**src/hdl/bfs_adjacency_matrix_walk_unit_defines.svh**
```systemverilog
// Assertion macros shared by the breadth first walk unit.
`ifndef BFS_ADJACENCY_MATRIX_WALK_UNIT_DEFINES_SVH
`define BFS_ADJACENCY_MATRIX_WALK_UNIT_DEFINES_SVH

// Same-cycle implication, checked at every rising edge outside reset.
`define BFSAM_ASSERT_NOW(label, clk, rst, ante, cons) \
   label: assert property (@(posedge clk) disable iff (rst) (ante) |-> (cons)) \
      else $error("bfsam assertion failed");

// Next-cycle implication, checked at every rising edge outside reset.
`define BFSAM_ASSERT_NEXT(label, clk, rst, ante, cons) \
   label: assert property (@(posedge clk) disable iff (rst) (ante) |=> (cons)) \
      else $error("bfsam assertion failed");

`endif

```
**src/hdl/bfsam_pkg.sv**
```systemverilog
// Package with the types, constants and helpers of the breadth first walk unit.
package bfsam_pkg;

   localparam int MAX_NODES = 16;
   localparam int IDX_W     = $clog2(MAX_NODES);
   localparam int CNT_W     = IDX_W + 1;
   localparam int NODE_W    = 4;
   localparam int CFG_W     = 5;

   typedef logic [MAX_NODES-1:0] row_type;
   typedef logic [IDX_W-1:0]     idx_type;
   typedef logic [CNT_W-1:0]     cnt_type;

   typedef enum logic {
      REQ_EDGE   = 1'b0,
      REQ_SEARCH = 1'b1
   } req_kind_type;

   typedef enum logic [2:0] {
      ST_IDLE,
      ST_FETCH,
      ST_POP,
      ST_SCAN,
      ST_FLUSH
   } state_type;

   // Bit i is set for every node i below the live node count.
   function automatic row_type live_mask(input cnt_type n);
      row_type m;
      for (int i = 0; i < MAX_NODES; i++) begin
         m[i] = (cnt_type'(i) < n);
      end
      return m;
   endfunction

endpackage

```
**src/hdl/bfsam_pick.sv**
```systemverilog
// Lowest set bit finder shared by every neighbor scan step.
module bfsam_pick (
   input  bfsam_pkg::row_type cand_i,
   output logic               found_o,
   output bfsam_pkg::idx_type index_o
);

   always_comb begin
      index_o = '0;
      for (int i = bfsam_pkg::MAX_NODES - 1; i >= 0; i--) begin
         if (cand_i[i]) begin
            index_o = bfsam_pkg::IDX_W'(i);
         end
      end
   end

   assign found_o = |cand_i;

endmodule

```
**src/hdl/bfs_adjacency_matrix_walk_unit.sv**
```systemverilog
// Breadth first walk over an adjacency bit matrix, one edge or one search per transaction.
// An edge transaction produces no result.
// A bad start gives its one result in the cycle after acceptance.
// A search fetches, pops and scans each dequeued node in turn, then flushes the held result;
// the single lowest-bit finder steps one neighbor per cycle during the scan.
// Synchronous reset clears the matrix, the sequencer and node_count to 16.
`include "bfs_adjacency_matrix_walk_unit_defines.svh"

module bfs_adjacency_matrix_walk_unit (
   input  logic                          clock,
   input  logic                          reset,
   input  logic                          start,
   output logic                          busy,
   input  logic                          req_type,
   input  logic [bfsam_pkg::NODE_W-1:0]  req_node_a,
   input  logic [bfsam_pkg::NODE_W-1:0]  req_node_b,
   output logic                          rsp_strobe,
   output logic [bfsam_pkg::NODE_W-1:0]  rsp_visited_node,
   output logic                          rsp_last_of_run,
   output logic                          rsp_bad_start,
   input  logic                          csr_valid,
   output logic                          csr_ready,
   input  logic [bfsam_pkg::CFG_W-1:0]   csr_data
);

   bfsam_pkg::state_type state_ff, state_in;
   bfsam_pkg::row_type   rows_ff [bfsam_pkg::MAX_NODES];
   bfsam_pkg::row_type   rows_in [bfsam_pkg::MAX_NODES];
   bfsam_pkg::row_type   visited_ff, visited_in;
   bfsam_pkg::row_type   cand_ff, cand_in;
   bfsam_pkg::cnt_type   head_ff, head_in;
   bfsam_pkg::cnt_type   tail_ff, tail_in;
   bfsam_pkg::idx_type   pend_ff, pend_in;
   bfsam_pkg::idx_type   q_rd_ff;
   logic [bfsam_pkg::CFG_W-1:0]  node_count_ff;
   logic                         rsp_strobe_ff, rsp_strobe_in;
   logic [bfsam_pkg::NODE_W-1:0] rsp_node_ff, rsp_node_in;
   logic                         rsp_last_ff, rsp_last_in;
   logic                         rsp_bad_ff, rsp_bad_in;

   bfsam_pkg::idx_type queue_mem [bfsam_pkg::MAX_NODES];
   logic               q_we;
   bfsam_pkg::idx_type q_waddr, q_wdata;
   logic               q_re;

   bfsam_pkg::cnt_type live_cnt;
   bfsam_pkg::row_type live_bits;
   bfsam_pkg::idx_type idx_a, idx_b, pick_idx;
   logic               pick_found;
   logic               accept, a_ok, b_ok;

   bfsam_pick u_pick (
      .cand_i  (cand_ff),
      .found_o (pick_found),
      .index_o (pick_idx)
   );

   assign live_cnt = (32'(node_count_ff) > bfsam_pkg::MAX_NODES)
                     ? bfsam_pkg::CNT_W'(bfsam_pkg::MAX_NODES)
                     : bfsam_pkg::CNT_W'(node_count_ff);
   assign live_bits = bfsam_pkg::live_mask(live_cnt);
   assign idx_a     = bfsam_pkg::IDX_W'(req_node_a);
   assign idx_b     = bfsam_pkg::IDX_W'(req_node_b);
   assign a_ok      = bfsam_pkg::CNT_W'(req_node_a) < live_cnt;
   assign b_ok      = bfsam_pkg::CNT_W'(req_node_b) < live_cnt;
   assign accept    = start && !busy;

   // Next state.
   always_comb begin
      state_in = state_ff;
      case (state_ff)
         bfsam_pkg::ST_IDLE: begin
            if (accept && req_type == bfsam_pkg::REQ_SEARCH && a_ok) begin
               state_in = bfsam_pkg::ST_FETCH;
            end
         end
         bfsam_pkg::ST_FETCH: begin
            state_in = (head_ff < tail_ff) ? bfsam_pkg::ST_POP : bfsam_pkg::ST_FLUSH;
         end
         bfsam_pkg::ST_POP:   state_in = bfsam_pkg::ST_SCAN;
         bfsam_pkg::ST_SCAN: begin
            if (!pick_found) begin
               state_in = bfsam_pkg::ST_FETCH;
            end
         end
         bfsam_pkg::ST_FLUSH: state_in = bfsam_pkg::ST_IDLE;
         default:             state_in = bfsam_pkg::ST_IDLE;
      endcase
   end

   // Datapath controls and next values.
   always_comb begin
      rows_in       = rows_ff;
      visited_in    = visited_ff;
      cand_in       = cand_ff;
      head_in       = head_ff;
      tail_in       = tail_ff;
      pend_in       = pend_ff;
      rsp_strobe_in = 1'b0;
      rsp_node_in   = rsp_node_ff;
      rsp_last_in   = rsp_last_ff;
      rsp_bad_in    = rsp_bad_ff;
      q_we          = 1'b0;
      q_waddr       = bfsam_pkg::IDX_W'(tail_ff);
      q_wdata       = pick_idx;
      q_re          = 1'b0;
      case (state_ff)
         bfsam_pkg::ST_IDLE: begin
            if (accept) begin
               if (req_type == bfsam_pkg::REQ_EDGE) begin
                  if (a_ok && b_ok) begin
                     rows_in[idx_a][idx_b] = 1'b1;
                     rows_in[idx_b][idx_a] = 1'b1;
                  end
               end else if (!a_ok) begin
                  rsp_strobe_in = 1'b1;
                  rsp_node_in   = req_node_a;
                  rsp_last_in   = 1'b1;
                  rsp_bad_in    = 1'b1;
               end else begin
                  visited_in = bfsam_pkg::row_type'(1) << idx_a;
                  head_in    = '0;
                  tail_in    = bfsam_pkg::CNT_W'(1);
                  pend_in    = idx_a;
                  q_we       = 1'b1;
                  q_waddr    = '0;
                  q_wdata    = idx_a;
               end
            end
         end
         bfsam_pkg::ST_FETCH: begin
            if (head_ff < tail_ff) begin
               q_re    = 1'b1;
               head_in = head_ff + bfsam_pkg::CNT_W'(1);
            end
         end
         bfsam_pkg::ST_POP: begin
            cand_in = rows_ff[q_rd_ff] & ~visited_ff & live_bits;
         end
         bfsam_pkg::ST_SCAN: begin
            if (pick_found) begin
               // The held result is not the last one, since another node was found.
               visited_in    = visited_ff | (bfsam_pkg::row_type'(1) << pick_idx);
               cand_in       = cand_ff & ~(bfsam_pkg::row_type'(1) << pick_idx);
               rsp_strobe_in = 1'b1;
               rsp_node_in   = bfsam_pkg::NODE_W'(pend_ff);
               rsp_last_in   = 1'b0;
               rsp_bad_in    = 1'b0;
               pend_in       = pick_idx;
               if (32'(tail_ff) < bfsam_pkg::MAX_NODES) begin
                  q_we    = 1'b1;
                  tail_in = tail_ff + bfsam_pkg::CNT_W'(1);
               end
            end
         end
         bfsam_pkg::ST_FLUSH: begin
            rsp_strobe_in = 1'b1;
            rsp_node_in   = bfsam_pkg::NODE_W'(pend_ff);
            rsp_last_in   = 1'b1;
            rsp_bad_in    = 1'b0;
         end
         default: begin
            rsp_strobe_in = 1'b0;
         end
      endcase
   end

   always_ff @(posedge clock) begin
      if (reset) begin
         state_ff      <= bfsam_pkg::ST_IDLE;
         rsp_strobe_ff <= 1'b0;
         node_count_ff <= bfsam_pkg::CFG_W'(16);
         head_ff       <= '0;
         tail_ff       <= '0;
         visited_ff    <= '0;
         for (int i = 0; i < bfsam_pkg::MAX_NODES; i++) begin
            rows_ff[i] <= '0;
         end
      end else begin
         state_ff      <= state_in;
         rsp_strobe_ff <= rsp_strobe_in;
         head_ff       <= head_in;
         tail_ff       <= tail_in;
         visited_ff    <= visited_in;
         rows_ff       <= rows_in;
         if (csr_valid && csr_ready) begin
            node_count_ff <= csr_data;
         end
      end
   end

   always_ff @(posedge clock) begin
      cand_ff     <= cand_in;
      pend_ff     <= pend_in;
      rsp_node_ff <= rsp_node_in;
      rsp_last_ff <= rsp_last_in;
      rsp_bad_ff  <= rsp_bad_in;
   end

   // Node queue storage with a registered read port.
   always_ff @(posedge clock) begin
      if (q_we) begin
         queue_mem[q_waddr] <= q_wdata;
      end
      if (q_re) begin
         q_rd_ff <= queue_mem[bfsam_pkg::IDX_W'(head_ff)];
      end
   end

   assign busy             = (state_ff != bfsam_pkg::ST_IDLE);
   assign csr_ready        = 1'b1;
   assign rsp_strobe       = rsp_strobe_ff;
   assign rsp_visited_node = rsp_node_ff;
   assign rsp_last_of_run  = rsp_last_ff;
   assign rsp_bad_start    = rsp_bad_ff;

   `BFSAM_ASSERT_NOW(a_head_behind_tail, clock, reset, busy, head_ff <= tail_ff)
   `BFSAM_ASSERT_NOW(a_visited_matches_tail, clock, reset, busy,
                     $countones(visited_ff) == int'(tail_ff))
   `BFSAM_ASSERT_NEXT(a_scan_find_emits, clock, reset,
                      state_ff == bfsam_pkg::ST_SCAN && pick_found, rsp_strobe_ff)
   `BFSAM_ASSERT_NOW(a_bad_start_is_last, clock, reset,
                     rsp_strobe_ff && rsp_bad_ff, rsp_last_ff)

endmodule

```
**config.mk**
```make
export PLATFORM = sky130hd
export DESIGN_NAME = bfs_adjacency_matrix_walk_unit
export DESIGN_NICKNAME = d
export VERILOG_FILES = /design/src/hdl/bfsam_pkg.sv /design/src/hdl/bfsam_pick.sv /design/src/hdl/bfs_adjacency_matrix_walk_unit.sv
export VERILOG_INCLUDE_DIRS = /design/src /design/src/hdl
export SDC_FILE = /design/constraint.sdc
export NUM_CORES = 1
export LEC_CHECK = 0
export ABC_AREA = 1
export BUFFER_PORTS_ARGS = -buffer_cell sky130_fd_sc_hd__buf_2
export CAP_MARGIN = 20
export CORE_UTILIZATION = 35
export DETAILED_ROUTE_END_ITERATION = 10
export HOLD_SLACK_MARGIN = 0.12
export SKIP_LAST_GASP = 1
export SLEW_MARGIN = 15
export SYNTH_ARGS = -nofsm -noshare
export SYNTH_HDL_FRONTEND = slang
export SYNTH_HIERARCHICAL = 1
export SYNTH_SLANG_ARGS = --single-unit
export TNS_END_PERCENT = 10
```
**constraint.sdc**
```tcl
create_clock -name clock -period 2.8 [get_ports clock]
set_input_delay 0.14 -clock clock [delete_from_list [all_inputs] [get_ports clock]]
set_output_delay 0.14 -clock clock [all_outputs]
set_load 0.005 [all_outputs]
```
==> out/qor.csv <==
stage,metric,value,unit
min_path,HP Class,in -> reg,
global_route,initial antenna violation count,1,
finish,layout cell share with drive strength beyond 1,0.119,
finish,nets,2576,
worst_setup_path,CP required,3.03,ns
timing,Total Negative Setup Slacks,0,ns
timing,RSZ-0062 raised after global routing,yes,
timing,"Slew Viols, Final",0,
detailed_routing,number of vias in the routed layout,17500,
run_status,status,"complete, no violations",
clock_tree,Root Driver,clkbuf_16,
clock_tree,Clock Pin Slew Worst Setup and Hold Paths,0.06,ns
pwr,worst vdd ir,0.000655,V
timing,final setup skew,0.0302,ns
worst_setup_path,crit path max fanout,11,
timing,final number of setup-violating endpoints,0,
floorplanning,Die Wd,236,microns
finish,post-route cell area,21800,sq um
clock_tree,clk buf depth,3,
worst_setup_path,CP max stage cell,dfxtp_1,
floorplanning,placement row count,85,
placed_design,gpl congestion,0.914,
floorplanning,# IOs,27,
clock_tree,clock buffer count from CTS,43,
yosys,YS warnings,6,
timing,Max transition margin,0.394,
yosys,syn avg cell area,7.53,sq um
yosys,Synth Cell Area,19200,sq um
global_route,vias in the first global route,16600,
yosys,Synth Register Bits,385,
yosys,top_reg_cell synth,dfxtp_1,
floorplanning,Core Area,54000,sq um
placed_design,Placed Area,20000,sq um
worst_setup_path,crit path kind,reg -> reg,
clock_tree,CTS sink count,385,
job,Max-Cap Viols,0,
timing,fin worst setup slack,0.192,ns
pwr,P_int,10.6,mW
clock_tree,CTS tree,done,
worst_setup_path,crit-path max cell delay,0.36,ns
global_route,first-pass GRT wire length,93.3,mm
timing,final hold violations,0,
yosys,Post-synth EDFFs,94,
detailed_routing,DRC,0,
finish,multi-input logic area,8310,sq um
floorplanning,Die ar.,55900,sq um
detailed_routing,DRT Pass-1 Iters,5,
finish,# fillers,5561,
detailed_routing,average wire per standard cell,18.4,microns
floorplanning,Initial Util,0.356,
clock_tree,Post-CTS Setup Inserts,0,
pwr,PwrDens,710,nW/um^2
finish,Layout area overhead,13.2,%
worst_setup_path,Critical Path Start Type,register,
detailed_routing,Routed WL,60.3,mm
yosys,post-synthesis cell count,2552,
finish,fin util,0.403,
timing,maximum clock frequency,383,MHz
yosys,Async SR Flop Fraction,0,
timing,Final Critical Period,2.61,ns
worst_setup_path,CP cell instances,"inv_2, nand2_1, ha_1, inv_1, nor2_1, a21oi_4, nand4_1, buf_4, nand2_2, nand2_1, nor2_1",
pwr,Clk pwr share,0.398,
finish,sequential cell area,8650,sq um
timing,WHS,0.162,ns
finish,Ant. Diodes,0,
pwr,Leak,7.49,nW
detailed_routing,drt initial violations,1567,
placed_design,Post-DP HPWL,40.2,mm
global_route,pin count of the biggest net entering global routing,180,
pwr,Gate power share,0.208,
pwr,sequential share of power,0.393,
global_route,gr ovfl total,0,
pwr,Switching Share,0.316,
worst_setup_path,Crit. End Element,register,
detailed_routing,Final ANT Viol Nets,0,
pwr,NetSw,4.89,mW
global_route,total global routing track utilization,0.211,
floorplanning,Die Height,236,microns
detailed_routing,number of vias per cell,5.34,
placed_design,DP Worst Slack,0.222,ns
timing,Slew @ Worst Pin,0.907,ns
placed_design,buffers added on ports,25,
timing,Final period util,0.932,
worst_setup_path,Critical Path AT,2.83,ns
clock_tree,H-tree depth,2,
yosys,synth unique cells,39,
yosys,net count after synthesis,2582,
clock_tree,Clock Latency Late Sink,0.59,ns
yosys,sequential share of the synthesized area,0.450,
[routing by layer]
layer  part of all wire  wire, microns  track usage
met1               0.44          26600        0.286
met2               0.44          26700        0.331
met3              0.077           4630       0.0335
met4              0.039           2350       0.0935
met5            0.00018             11            0
[placed cells by master, fill, tap and decap left out, drive strengths merged, types with 2 or more instances in the layout]
| cell | instances |
|---|---|
| nand3 | 288 |
| nor2 | 162 |
| o22ai | 18 |
| buf | 90 |
| clkbuf | 57 |
| nor4 | 5 |
| xnor2 | 2 |
| ha | 12 |
| inv | 378 |
| a211oi | 2 |
| o21ai | 285 |
| clkinv | 14 |
| dfxtp | 291 |
| o211ai | 21 |
| nand4 | 14 |
| a21oi | 404 |
| nor3 | 15 |
| nand2 | 389 |
| bufinv | 7 |
| xor2 | 3 |
| edfxtp | 94 |
| dlygate4sd3 | 21 |
| o221ai | 2 |
[Yosys cell counts (all sizes together), types with 18 or more instances]
| library cell | instances | area share |
|---|---|---|
| nand2 | 389 | 0.077 |
| dfxtp | 291 | 0.30 |
| edfxtp | 94 | 0.15 |
| nand3 | 288 | 0.10 |
| a21oi | 404 | 0.11 |
| buf | 60 | 0.025 |
| o211ai | 21 | 0.0082 |
| nor2 | 162 | 0.035 |
| inv | 375 | 0.073 |
| o21ai | 285 | 0.074 |
| o22ai | 18 | 0.0059 |
| clkbuf | 103 | 0.020 |
[area by class of cell]
| class | instances | share of cell area |
|---|---|---|
| multi-input cells | 1627 | 0.382 |
| flip-flops and latches | 385 | 0.397 |
| clock inverters | 23 | 0.0145 |
| well taps | 696 | 0.0400 |
| inverters | 377 | 0.0651 |
| clock buffers | 56 | 0.0559 |
| repair buffers | 112 | 0.0455 |
[worst paths after layout]
kind                                 startpoint                         to  slack (ns)  depth (start not counted)
setup reg to reg  node_count_ff[4]$_SDFFE_PP1P_  queue_mem[8][2]$_DFFE_PP_        0.19                         11
hold / removal                            start    head_ff[2]$_SDFFE_PP0P_        0.16                          5
setup / recovery  node_count_ff[4]$_SDFFE_PP1P_  queue_mem[8][2]$_DFFE_PP_        0.19                         11
hold reg to reg       rows_ff[130]$_SDFFE_PP0P_  rows_ff[130]$_SDFFE_PP0P_        0.44                          2
[flip-flops by register name, summed over array words and instances (netlist names)]
name and count:
cand_ff 16, head_ff 5, node_count_ff 5, pend_ff 4, q_rd_ff 4, queue_mem 64, rows_ff 256, rsp_bad_start 1
rsp_last_of_run 1, rsp_strobe 1, rsp_visited_node 4, state_ff 3, tail_ff 5, visited_ff 16
[critical path, delay by kind of cell, from the launching register on]
kind / cells / cell delay [ns]
DFF: 1 / 0.36
buffers and inverters: 3 / 0.42
AOI/OAI and AO/OA: 1 / 0.20
and+or+nand+nor: 6 / 0.93
adders and majority gates: 1 / 0.33
[power groups by stage]
stage | logic [mW] | registers, mW | clock network [mW]
3_3_place_gp | 3.10 | 6.20 | 0
5_1_grt | 3.47 | 6.10 | 6.47
6_report | 3.22 | 6.08 | 6.15
4_1_cts | 3.17 | 6.08 | 6.26
3_5_place_dp | 3.13 | 6.20 | 0
2_1_floorplan | 2.13 | 6.18 | 0
[through the flow]
step	total power, mW	instances
5_1_grt	16.0	3276
4_1_cts	15.5	3276
6_report	15.5	3276
3_5_place_dp	9.33	3176
2_1_floorplan	8.31	2552
3_3_place_gp	9.30	3176
[repair_timing]
action | in CTS | in global routing
resized for setup | 0 | 1
hold buffers | 21 | 0
setup endpoints to repair | 0 | 22
endpoints found under the hold margin | 41 | 0
[kinds of logic (layout without fill, tap and decap cells)]
| group | after synthesis | count (layout) | synth area share |
|---|---|---|---|
| XOR/XNOR | 5 | 5 | 0.00228 |
| flip-flops | 385 | 385 | 0.450 |
| AND/OR/NAND/NOR | 875 | 875 | 0.225 |
| AO/OA/AOI/OAI | 734 | 734 | 0.197 |
| buffers and inverters | 540 | 568 | 0.118 |
| other | 1 | 1 | 0.000195 |
| adder cells (fa/ha/maj) | 12 | 12 | 0.00781 |
(Power assumes the default switching activity.)
